--- config.mk ---
export PLATFORM = sky130hd
export DESIGN_NAME = imu_complementary_tilt_filter
export DESIGN_NICKNAME = d
export VERILOG_FILES = /design/src/hw/rtl/imu_tf_pkg.sv /design/src/hw/rtl/imu_complementary_tilt_filter.sv /design/src/hw/rtl/imu_tf_ctrl.sv /design/src/hw/rtl/imu_tf_dp.sv
export VERILOG_INCLUDE_DIRS = /design/src /design/src/hw/rtl
export SDC_FILE = /design/constraint.sdc
export NUM_CORES = 2
export LEC_CHECK = 0
export ABC_AREA = 1
export BUFFER_PORTS_ARGS = -buffer_cell sky130_fd_sc_hd__clkbuf_2
export CAP_MARGIN = 40
export CORE_MARGIN = 3
export CORE_UTILIZATION = 40
export CTS_CLUSTER_SIZE = 10
export DETAILED_ROUTE_END_ITERATION = 10
export SETUP_SLACK_MARGIN = 0.3
export SYNTH_ARGS = -nofsm -noshare
export SYNTH_HDL_FRONTEND = slang
export SYNTH_SLANG_ARGS = --single-unit
--- constraint.sdc ---
create_clock -name clk -period 11.6 [get_ports clk]
set_input_delay 1.74 -clock clk [delete_from_list [all_inputs] [get_ports clk]]
set_output_delay 1.74 -clock clk [all_outputs]
set_load 0.02 [all_outputs]
--- src/hw/rtl/imu_complementary_tilt_filter_assert.svh ---
// assertion macros for the tilt filter
`ifndef IMU_COMPLEMENTARY_TILT_FILTER_ASSERT_SVH
`define IMU_COMPLEMENTARY_TILT_FILTER_ASSERT_SVH

// same-cycle implication, checked out of reset
`define TF_ASSERT_IMP(lbl, ck, rn, ante, cons, msg) \
  lbl: assert property (@(posedge ck) disable iff (!rn) (ante) |-> (cons)) else $error(msg);

// next-cycle implication, checked out of reset
`define TF_ASSERT_NXT(lbl, ck, rn, ante, cons, msg) \
  lbl: assert property (@(posedge ck) disable iff (!rn) (ante) |=> (cons)) else $error(msg);

`endif

--- src/hw/rtl/imu_tf_pkg.sv ---
`default_nettype none
package imu_tf_pkg;

  localparam int CORDIC_STEPS = 16;
  localparam int ATAN_LEN     = 24;
  localparam int CORD_N       = (CORDIC_STEPS > ATAN_LEN) ? ATAN_LEN : CORDIC_STEPS;
  localparam int CNT_W        = $clog2(ATAN_LEN);

  localparam int SAMP_W  = 16;
  localparam int ANG_W   = 32;
  localparam int CXY_W   = 28;
  localparam int CZ_W    = 27;
  localparam int INC_W   = 22;
  localparam int NUM_W   = 29;
  localparam int RECIP_W = 30;
  localparam int PROD_W  = NUM_W + RECIP_W;
  localparam int REC_SH  = 36;
  localparam int Q_W     = PROD_W - REC_SH;
  localparam int DIFF_W  = 33;
  localparam int WACC_W  = 12;
  localparam int BLEND_W = DIFF_W + WACC_W;
  localparam int SUM_W   = 34;

  // floor(n/2000) == floor((4096*g + 62)/125), biased positive, times ceil(2^36/125)
  localparam logic [RECIP_W-1:0] RECIP    = 30'd549755814;
  localparam logic [NUM_W-1:0]   NUM_BIAS = 29'd262144062;
  localparam logic [Q_W-1:0]     Q_BIAS   = 23'd2097152;

  localparam logic signed [CZ_W-1:0]    DEG180     = 27'sd11796480;
  localparam logic signed [WACC_W-1:0]  W_ACC      = 12'sd1311;
  localparam logic signed [BLEND_W-1:0] ROUND_HALF = 45'sd32768;

  typedef enum logic [2:0] {
    CFG_AX = 3'd0,
    CFG_AY = 3'd1,
    CFG_AZ = 3'd2,
    CFG_GX = 3'd3,
    CFG_GY = 3'd4,
    CFG_GZ = 3'd5
  } cfg_idx_t;

  typedef enum logic [1:0] {
    G_X = 2'd0,
    G_Y = 2'd1,
    G_Z = 2'd2
  } gsel_t;

  typedef struct packed {
    logic             load;
    logic             cinit;
    logic             gmul;
    logic             gadd;
    logic [1:0]       gsel;
    logic             cstep;
    logic [CNT_W-1:0] step;
    logic             bmul;
    logic             commit;
  } cmd_t;

  // atan(2^-i) in Q16.16 degrees
  function automatic logic [21:0] atan_q16(input logic [CNT_W-1:0] i);
    logic [21:0] r;
    case (i)
      5'd0:    r = 22'd2949120;
      5'd1:    r = 22'd1740967;
      5'd2:    r = 22'd919879;
      5'd3:    r = 22'd466945;
      5'd4:    r = 22'd234379;
      5'd5:    r = 22'd117304;
      5'd6:    r = 22'd58666;
      5'd7:    r = 22'd29335;
      5'd8:    r = 22'd14668;
      5'd9:    r = 22'd7334;
      5'd10:   r = 22'd3667;
      5'd11:   r = 22'd1833;
      5'd12:   r = 22'd917;
      5'd13:   r = 22'd458;
      5'd14:   r = 22'd229;
      5'd15:   r = 22'd115;
      5'd16:   r = 22'd57;
      5'd17:   r = 22'd29;
      5'd18:   r = 22'd14;
      5'd19:   r = 22'd7;
      5'd20:   r = 22'd4;
      5'd21:   r = 22'd2;
      5'd22:   r = 22'd1;
      default: r = 22'd0;
    endcase
    return r;
  endfunction

  function automatic logic signed [ANG_W-1:0] sat_ang(input logic signed [SUM_W-1:0] v);
    logic signed [ANG_W-1:0] r;
    if (v > $signed({{(SUM_W-ANG_W+1){1'b0}}, {(ANG_W-1){1'b1}}})) begin
      r = {1'b0, {(ANG_W-1){1'b1}}};
    end else if (v < $signed({{(SUM_W-ANG_W+1){1'b1}}, {(ANG_W-1){1'b0}}})) begin
      r = {1'b1, {(ANG_W-1){1'b0}}};
    end else begin
      r = v[ANG_W-1:0];
    end
    return r;
  endfunction

endpackage
`default_nettype wire

--- src/hw/rtl/imu_complementary_tilt_filter.sv ---
// channel   direction  handshake            payload
// in_       request in  in_valid/in_stall    accel_x..z, gyro_x..z (16b signed)
// out_      request out out_valid/out_stall  roll, pitch, yaw angle (32b Q16.16)
// cfg_      write in    cfg_valid/cfg_ready  cfg_index (3b), cfg_data (16b)
//
// a new request is taken only in the idle state; in_stall is high while busy
// gyro increment for each axis through one shared reciprocal multiplier,
// then CORDIC_STEPS iterations of the two atan2 lanes, then the blend
// synchronous active-low reset clears angles and offsets to zero
// a finished result waits in the output register; the next request is
// taken meanwhile and its commit waits until the old result is taken
`default_nettype none
module imu_complementary_tilt_filter (
  input  wire logic                clk,
  input  wire logic                rst_n,
  input  wire logic                in_valid,
  output logic                     in_stall,
  input  wire logic signed [15:0]  in_accel_x,
  input  wire logic signed [15:0]  in_accel_y,
  input  wire logic signed [15:0]  in_accel_z,
  input  wire logic signed [15:0]  in_gyro_x,
  input  wire logic signed [15:0]  in_gyro_y,
  input  wire logic signed [15:0]  in_gyro_z,
  output logic                     out_valid,
  input  wire logic                out_stall,
  output logic signed [31:0]       out_roll_angle,
  output logic signed [31:0]       out_pitch_angle,
  output logic signed [31:0]       out_yaw_angle,
  input  wire logic                cfg_valid,
  output logic                     cfg_ready,
  input  wire logic [2:0]          cfg_index,
  input  wire logic [15:0]         cfg_data
);

  imu_tf_pkg::cmd_t cmd;

  assign cfg_ready = 1'b1;

  imu_tf_ctrl u_ctrl (
    .clk       (clk),
    .rst_n     (rst_n),
    .in_valid  (in_valid),
    .in_stall  (in_stall),
    .out_valid (out_valid),
    .out_stall (out_stall),
    .cmd       (cmd)
  );

  imu_tf_dp u_dp (
    .clk         (clk),
    .rst_n       (rst_n),
    .cmd         (cmd),
    .cfg_we      (cfg_valid && cfg_ready),
    .cfg_index   (cfg_index),
    .cfg_data    (cfg_data),
    .accel_x     (in_accel_x),
    .accel_y     (in_accel_y),
    .accel_z     (in_accel_z),
    .gyro_x      (in_gyro_x),
    .gyro_y      (in_gyro_y),
    .gyro_z      (in_gyro_z),
    .roll_angle  (out_roll_angle),
    .pitch_angle (out_pitch_angle),
    .yaw_angle   (out_yaw_angle)
  );

endmodule
`default_nettype wire

--- src/hw/rtl/imu_tf_ctrl.sv ---
`default_nettype none
module imu_tf_ctrl (
  input  wire logic            clk,
  input  wire logic            rst_n,
  input  wire logic            in_valid,
  output logic                 in_stall,
  output logic                 out_valid,
  input  wire logic            out_stall,
  output imu_tf_pkg::cmd_t     cmd
);

  `include "imu_complementary_tilt_filter_assert.svh"

  typedef enum logic [6:0] {
    S_IDLE  = 7'b0000001,
    S_CINIT = 7'b0000010,
    S_GMUL  = 7'b0000100,
    S_GADD  = 7'b0001000,
    S_CORD  = 7'b0010000,
    S_BMUL  = 7'b0100000,
    S_DONE  = 7'b1000000
  } state_t;

  state_t                         state_r, state_nxt;
  logic [imu_tf_pkg::CNT_W-1:0]   cnt_r, cnt_nxt;
  logic                           out_valid_r, out_valid_nxt;
  logic                           accept, out_free;

  assign accept   = in_valid && (state_r == S_IDLE);
  assign out_free = !out_valid_r || !out_stall;
  assign in_stall = (state_r != S_IDLE);
  assign out_valid = out_valid_r;

  always_comb begin
    state_nxt = state_r;
    cnt_nxt   = cnt_r;
    unique case (state_r)
      S_IDLE: begin
        if (accept) state_nxt = S_CINIT;
      end
      S_CINIT: begin
        state_nxt = S_GMUL;
        cnt_nxt   = '0;
      end
      S_GMUL: state_nxt = S_GADD;
      S_GADD: begin
        if (cnt_r == imu_tf_pkg::CNT_W'(imu_tf_pkg::G_Z)) begin
          state_nxt = S_CORD;
          cnt_nxt   = '0;
        end else begin
          state_nxt = S_GMUL;
          cnt_nxt   = cnt_r + 1'b1;
        end
      end
      S_CORD: begin
        if (cnt_r == imu_tf_pkg::CNT_W'(imu_tf_pkg::CORD_N - 1)) begin
          state_nxt = S_BMUL;
        end else begin
          cnt_nxt = cnt_r + 1'b1;
        end
      end
      S_BMUL: state_nxt = S_DONE;
      S_DONE: begin
        if (out_free) state_nxt = S_IDLE;
      end
      default: state_nxt = S_IDLE;
    endcase
  end

  always_comb begin
    cmd        = '0;
    cmd.load   = accept;
    cmd.cinit  = (state_r == S_CINIT);
    cmd.gmul   = (state_r == S_GMUL);
    cmd.gadd   = (state_r == S_GADD);
    cmd.gsel   = cnt_r[1:0];
    cmd.cstep  = (state_r == S_CORD);
    cmd.step   = cnt_r;
    cmd.bmul   = (state_r == S_BMUL);
    cmd.commit = (state_r == S_DONE) && out_free;
  end

  always_comb begin
    out_valid_nxt = out_valid_r;
    if (cmd.commit) begin
      out_valid_nxt = 1'b1;
    end else if (out_valid_r && !out_stall) begin
      out_valid_nxt = 1'b0;
    end
  end

  always_ff @(posedge clk) begin
    if (!rst_n) begin
      state_r     <= S_IDLE;
      cnt_r       <= '0;
      out_valid_r <= 1'b0;
    end else begin
      state_r     <= state_nxt;
      cnt_r       <= cnt_nxt;
      out_valid_r <= out_valid_nxt;
    end
  end

  `TF_ASSERT_NXT(a_accept_init, clk, rst_n, accept, state_r == S_CINIT, "accept did not start work")
  `TF_ASSERT_IMP(a_commit_free, clk, rst_n, cmd.commit, !(out_valid_r && out_stall), "result overwritten")
  `TF_ASSERT_IMP(a_cord_range, clk, rst_n, state_r == S_CORD, cnt_r < imu_tf_pkg::CNT_W'(imu_tf_pkg::CORD_N), "cordic step out of range")
  `TF_ASSERT_IMP(a_valid_src, clk, rst_n, $rose(out_valid_r), $past(state_r == S_DONE), "result raised outside commit")

endmodule
`default_nettype wire

--- src/hw/rtl/imu_tf_dp.sv ---
`default_nettype none
module imu_tf_dp (
  input  wire logic                 clk,
  input  wire logic                 rst_n,
  input  wire imu_tf_pkg::cmd_t     cmd,
  input  wire logic                 cfg_we,
  input  wire logic [2:0]           cfg_index,
  input  wire logic [15:0]          cfg_data,
  input  wire logic signed [15:0]   accel_x,
  input  wire logic signed [15:0]   accel_y,
  input  wire logic signed [15:0]   accel_z,
  input  wire logic signed [15:0]   gyro_x,
  input  wire logic signed [15:0]   gyro_y,
  input  wire logic signed [15:0]   gyro_z,
  output logic signed [31:0]        roll_angle,
  output logic signed [31:0]        pitch_angle,
  output logic signed [31:0]        yaw_angle
);

  localparam int SW = imu_tf_pkg::SAMP_W;
  localparam int AW = imu_tf_pkg::ANG_W;
  localparam int XW = imu_tf_pkg::CXY_W;
  localparam int ZW = imu_tf_pkg::CZ_W;

  logic [SW-1:0] off_r [6];
  logic signed [SW-1:0] ax_r, ay_r, az_r, gx_r, gy_r, gz_r;

  logic signed [XW-1:0] cx_r [2];
  logic signed [XW-1:0] cy_r [2];
  logic signed [ZW-1:0] cz_r [2];
  logic                 czero_r [2];

  logic [imu_tf_pkg::PROD_W-1:0]         prod_r;
  logic signed [AW-1:0]                  t_r [3];
  logic signed [imu_tf_pkg::BLEND_W-1:0] bx_r [2];
  logic signed [AW-1:0]                  roll_r, pitch_r, yaw_r;

  // offset registers
  always_ff @(posedge clk) begin
    if (!rst_n) begin
      for (int k = 0; k < 6; k++) off_r[k] <= '0;
    end else if (cfg_we) begin
      unique case (imu_tf_pkg::cfg_idx_t'(cfg_index))
        imu_tf_pkg::CFG_AX: off_r[0] <= cfg_data;
        imu_tf_pkg::CFG_AY: off_r[1] <= cfg_data;
        imu_tf_pkg::CFG_AZ: off_r[2] <= cfg_data;
        imu_tf_pkg::CFG_GX: off_r[3] <= cfg_data;
        imu_tf_pkg::CFG_GY: off_r[4] <= cfg_data;
        imu_tf_pkg::CFG_GZ: off_r[5] <= cfg_data;
        default: ;
      endcase
    end
  end

  // offset removal wraps to 16 bits
  always_ff @(posedge clk) begin
    if (cmd.load) begin
      ax_r <= accel_x - $signed(off_r[0]);
      ay_r <= accel_y - $signed(off_r[1]);
      az_r <= accel_z - $signed(off_r[2]);
      gx_r <= gyro_x - $signed(off_r[3]);
      gy_r <= gyro_y - $signed(off_r[4]);
      gz_r <= gyro_z - $signed(off_r[5]);
    end
  end

  // gyro increment: reciprocal multiply, then add to kept angle
  logic signed [SW-1:0]               g_sel;
  logic [imu_tf_pkg::NUM_W-1:0]       num;
  logic [imu_tf_pkg::Q_W-1:0]         q_raw;
  logic signed [imu_tf_pkg::INC_W-1:0] inc;
  logic signed [AW-1:0]               base;
  logic signed [imu_tf_pkg::SUM_W-1:0] gsum;

  always_comb begin
    case (imu_tf_pkg::gsel_t'(cmd.gsel))
      imu_tf_pkg::G_X: begin g_sel = gx_r; base = roll_r;  end
      imu_tf_pkg::G_Y: begin g_sel = gy_r; base = pitch_r; end
      default:         begin g_sel = gz_r; base = yaw_r;   end
    endcase
    num   = imu_tf_pkg::NUM_W'({{(imu_tf_pkg::NUM_W-SW-12){g_sel[SW-1]}}, g_sel, 12'b0})
            + imu_tf_pkg::NUM_BIAS;
    q_raw = prod_r[imu_tf_pkg::PROD_W-1:imu_tf_pkg::REC_SH] - imu_tf_pkg::Q_BIAS;
    inc   = $signed(q_raw[imu_tf_pkg::INC_W-1:0]);
    gsum  = imu_tf_pkg::SUM_W'(base) + imu_tf_pkg::SUM_W'(inc);
  end

  always_ff @(posedge clk) begin
    if (cmd.gmul) prod_r <= imu_tf_pkg::PROD_W'(num) * imu_tf_pkg::PROD_W'(imu_tf_pkg::RECIP);
    if (cmd.gadd) t_r[cmd.gsel] <= imu_tf_pkg::sat_ang(gsum);
  end

  // cordic lanes: 0 roll (ay, az), 1 pitch (ax, az)
  logic signed [SW-1:0] ly [2];
  logic signed [SW-1:0] lx;
  assign ly[0] = ay_r;
  assign ly[1] = ax_r;
  assign lx    = az_r;

  logic signed [XW-1:0] xs [2];
  logic signed [XW-1:0] ys [2];
  logic signed [ZW-1:0] at;
  logic                 ypos [2];

  always_comb begin
    at = ZW'($signed({1'b0, imu_tf_pkg::atan_q16(cmd.step)}));
    for (int l = 0; l < 2; l++) begin
      xs[l]   = cx_r[l] >>> cmd.step;
      ys[l]   = cy_r[l] >>> cmd.step;
      ypos[l] = !cy_r[l][XW-1] && (cy_r[l] != '0);
    end
  end

  always_ff @(posedge clk) begin
    for (int l = 0; l < 2; l++) begin
      if (cmd.cinit) begin
        czero_r[l] <= (lx == '0) && (ly[l] == '0);
        if (lx[SW-1]) begin
          // pre-rotate by 180 degrees
          cz_r[l] <= ly[l][SW-1] ? -imu_tf_pkg::DEG180 : imu_tf_pkg::DEG180;
          cx_r[l] <= -(XW'(lx) <<< 8);
          cy_r[l] <= -(XW'(ly[l]) <<< 8);
        end else begin
          cz_r[l] <= '0;
          cx_r[l] <= XW'(lx) <<< 8;
          cy_r[l] <= XW'(ly[l]) <<< 8;
        end
      end else if (cmd.cstep) begin
        if (ypos[l]) begin
          cx_r[l] <= cx_r[l] + ys[l];
          cy_r[l] <= cy_r[l] - xs[l];
          cz_r[l] <= cz_r[l] + at;
        end else begin
          cx_r[l] <= cx_r[l] - ys[l];
          cy_r[l] <= cy_r[l] + xs[l];
          cz_r[l] <= cz_r[l] - at;
        end
      end
    end
  end

  // blend: t + floor((1311*(a - t) + 32768) / 65536)
  logic signed [imu_tf_pkg::DIFF_W-1:0] diff [2];
  logic signed [imu_tf_pkg::SUM_W-1:0]  bsum [2];

  always_comb begin
    for (int l = 0; l < 2; l++) begin
      diff[l] = (czero_r[l] ? '0 : imu_tf_pkg::DIFF_W'(cz_r[l]))
                - imu_tf_pkg::DIFF_W'(t_r[l]);
      bsum[l] = imu_tf_pkg::SUM_W'(t_r[l])
                + imu_tf_pkg::SUM_W'(bx_r[l] >>> 16);
    end
  end

  always_ff @(posedge clk) begin
    if (cmd.bmul) begin
      for (int l = 0; l < 2; l++) begin
        bx_r[l] <= imu_tf_pkg::BLEND_W'(diff[l]) * imu_tf_pkg::BLEND_W'(imu_tf_pkg::W_ACC)
                   + imu_tf_pkg::ROUND_HALF;
      end
    end
  end

  always_ff @(posedge clk) begin
    if (!rst_n) begin
      roll_r  <= '0;
      pitch_r <= '0;
      yaw_r   <= '0;
    end else if (cmd.commit) begin
      roll_r  <= imu_tf_pkg::sat_ang(bsum[0]);
      pitch_r <= imu_tf_pkg::sat_ang(bsum[1]);
      yaw_r   <= t_r[2];
    end
  end

  assign roll_angle  = roll_r;
  assign pitch_angle = pitch_r;
  assign yaw_angle   = yaw_r;

endmodule
`default_nettype wire

==> results summary <==
The run finished with clean final reports. The shortest period the worst path allows came out at 9520 ps. In the synthesized netlist, the number of instances is 12000. The initial antenna violation count is 26.

The fraction of layout cells with a size suffix above 1 is 0.0486. Relative to the synthesized area, the layout overhead comes to 8.11%. Data on the critical path is required at its endpoint by 12080 ps. The total CTS buffers came out at 89. The total congestion overflow came out at 0. The highest net fanout along the worst path came out at 36.

Counting stages on the worst path, the most repeated cell is sky130_fd_sc_hd__inv_1. When the netlist entered floorplanning its net count stood at 13800. The number of gates given a new drive strength after cts is 0.

The initial utilization of the core area, before any placement, comes to 0.405. The worst setup path is of the flop to flop kind. Clock-pin slew was measured on the worst setup and hold paths at 60 ps. For this block, the initial DRC count from the detailed router was 8109. The relative slew slack is 0.349. The capturing element type of the critical path is a flop.

In this run the worst setup path begins at u_ctrl.cnt_r[1]$_SDFFE_PN0P_. The number of enable flip-flop cells after synthesis is 536. The largest total area in the synthesized netlist belongs to sky130_fd_sc_hd__edfxtp_1. The congestion estimate from routability-driven global placement came to 0.998. The flip-flop and latch count after synthesis came out at 667.

The smallest hold slack is 499 ps. The delay contributed by the slowest stage of the critical path came out at 730 ps. The die covers 227000 µm². The count of pins on the block boundary came out at 219. The via count of the first global-routing pass is 80400. The type of the worst min-delay path is flop to flop. The worst setup skew after layout is 108 ps.

The startpoint class of the critical path is a flop. Counting the fill cells in the layout gives 22400. The synthesized area is 88400 µm². The global-route wire length before repair is 494000 µm. The total global-route track usage came out at 0.284. For this design, the slowest cell found on the critical path is sky130_fd_sc_hd__dfxtp_2.

The remaining antenna violation count came out at 0. In the final timing run, aggregate negative setup slack is 0 ps. The die height is 476 µm. The worst hold path begins at u_dp.t_r[2][18]$_DFFE_PP_.

Each instance of the synthesized netlist takes up on average 7.36 µm². The clock tree synthesis step divided the H-tree into 3 levels. Buffers placed on the I/O ports in this run total 217. The horizontal extent of the die came out at 476 µm. The final worst-path cycle share came out at 0.821. The clock latency of the later-clocked register in the worst-skew pair came out at 790 ps. The detailed placer's ending HPWL came out at 273000 µm. The number of placed instances with taps included is 14900.

In this run, post-CTS hold repair placed 0 buffers. The highest achievable clock rate is 105 MHz. The overall via count from detail_route is 83100. The number of buffers inserted by post-CTS setup repair is 0. The utilization after layout is 0.437.

Before antenna repair, the detailed router went through 8 iterations. The count of cell types in the netlist is 80. For this run, the register share of the synthesized area comes to 0.212. The clock net in this run drives a total of 667 sinks.

The slew at the pin closest to its max-slew limit is 977 ps. The core area is 218000 µm². The setup-violating endpoint count in the final report is 0. TritonCTS built the clock tree. The top cell types in the final layout, fill and taps aside, are sky130_fd_sc_hd__nand2_1 (2163), sky130_fd_sc_hd__inv_1 (2103), sky130_fd_sc_hd__ha_1 (1185), sky130_fd_sc_hd__nor2_1 (1157), sky130_fd_sc_hd__a21oi_1 (992).

Among all flip-flop cells after synthesis, the most frequent one is sky130_fd_sc_hd__edfxtp_1. The routed wirelength normalized by instance count is 21.8 µm. The count of pins over their slew limit came out at 0. After detailed routing, the number of remaining DRC violations is 0. No sink is reached through more buffers than the 3 on the longest clock path.

After synthesis, the cell types taking the most area are sky130_fd_sc_hd__edfxtp_1 (18%), sky130_fd_sc_hd__ha_1 (17%), sky130_fd_sc_hd__fa_1 (11%), sky130_fd_sc_hd__nand2_1 (9.2%), sky130_fd_sc_hd__inv_1 (8.9%). The data arrival time at the worst-slack endpoint is 10000 ps. The pin count of the biggest net entering global routing came out at 97.

The worst register-to-register path begins at u_ctrl.cnt_r[1]$_SDFFE_PN0P_. Setup repair after global routing left no endpoint under its margin. The root buffer selected by CTS is sky130_fd_sc_hd__clkbuf_16. The share of synthesized area in the top cell type comes to 0.182. Max-cap violations in this run came to 0.

For this run, the post-layout net count is 13900. The warning count from the yosys run came out at 0. The cell family contributing the most delay on the critical path is adder cells. The floorplan has 171 rows. After synthesis, the share of flip-flops with an asynchronous set or reset is 0. The count of buffer and inverter cells on the critical path came out at 8.

Using the TritonRoute via totals, the vias-per-cell ratio works out to 5.50. The number of endpoints with negative hold slack in the final report is 0. The overall routed net length came out at 329000 µm. The post-route non-filler standard cell count came out at 15100. The commonest non-fill, non-tap cell in the layout is sky130_fd_sc_hd__nand2_1.
## worst paths after layout
| kind | end | slack, ps | cells past startpoint |
|---|---|---|---|
| setup / recovery | u_dp.prod_r[52]$_DFFE_PP_ | 2080 | 36 |
| hold / removal | u_dp.yaw_angle[18]$_SDFFE_PN0P_ | 500 | 2 |
| setup reg to reg | u_dp.prod_r[52]$_DFFE_PP_ | 2080 | 36 |
| hold reg to reg | u_dp.yaw_angle[18]$_SDFFE_PN0P_ | 500 | 2 |
## sequential cells by signal, indices dropped and copies added (netlist names)
register / flops
u_dp.off_r: 96
u_dp.t_r: 96
u_dp.bx_r: 58
u_dp.cx_r: 56
u_dp.cy_r: 56
u_dp.cz_r: 54
u_dp.pitch_angle: 32
u_dp.roll_angle: 32
u_dp.yaw_angle: 32
u_dp.at: 22
u_dp.prod_r: 22
u_dp.ax_r: 16
u_dp.ay_r: 16
u_dp.az_r: 16
u_dp.gx_r: 16
u_dp.gy_r: 16
u_dp.gz_r: 16
u_ctrl.state_r: 7
u_ctrl.cnt_r: 5
u_dp.czero_r: 2
u_ctrl.out_valid: 1
## metrics by stage
stage | instance area, µm² | worst slack [ps]
final | 95600 | 2080
after global routing | 95500 | 1600
after CTS | 95500 | 2230
after detailed placement | 92700 | 2280
after global placement | 92300 | 2320
after floorplan | 88400 | 3460
## Yosys cell counts, types with 82 or more instances
cell and number:
sky130_fd_sc_hd__dfxtp_1 131, sky130_fd_sc_hd__fa_1 469, sky130_fd_sc_hd__xnor2_1 141, sky130_fd_sc_hd__ha_1 1187, sky130_fd_sc_hd__edfxtp_1 536, sky130_fd_sc_hd__nor3_1 131, sky130_fd_sc_hd__nand3_1 479, sky130_fd_sc_hd__o21ai_0 919
sky130_fd_sc_hd__inv_1 2106, sky130_fd_sc_hd__nand2_1 2167, sky130_fd_sc_hd__a31oi_1 82, sky130_fd_sc_hd__nor2_1 1163, sky130_fd_sc_hd__a21oi_1 992, sky130_fd_sc_hd__xor2_1 334, sky130_fd_sc_hd__clkbuf_1 191
## cell families (layout without fill, tap and decap cells)
kind of cell    after synthesis  after routing  share of synthesized area
compound gates             2511           2511                      0.159
xor+xnor                    477            477                     0.0474
fa+ha+maj                  1656           1656                      0.274
buf+inv                    2450           2592                      0.106
flops                       667            667                      0.212
mux                          52             52                    0.00589
other cells                   1             16                  0.0000424
simple gates               4200           4200                      0.195
## final cells by class
| type | instances | area (µm²) | area share |
|---|---|---|---|
| repair buffers | 306 | 1920 | 0.0201 |
| multi-input cells | 8897 | 60400 | 0.632 |
| well taps | 2941 | 3680 | 0.0385 |
| diodes | 15 | 37.5 | 0.000393 |
| clock inverters | 31 | 383 | 0.00401 |
| clock buffers | 123 | 2430 | 0.0254 |
| inverters | 2132 | 8010 | 0.0839 |
| flip-flops and latches | 667 | 18700 | 0.196 |
## worst register-to-register path, delay by kind of cell (launching register included)
kind	cells	cell delay, ps
xor+xnor	2	690
fa+ha+maj	11	4270
simple gates	12	1640
flops	1	730
buf+inv	8	1080
compound gates	3	870
## layer usage
layer  GRT usage  wire (µm)  up-vias
li1            -          -    39600
met3      0.0412      26200      430
met2       0.436     140000     3301
met1       0.416     153000    39800
met4      0.0751       9500       14
met5           0         97        -
Power is left out: the tool's default activity adds up to more than one toggle a clock period on the data nets, which glitch-free logic cannot reach.
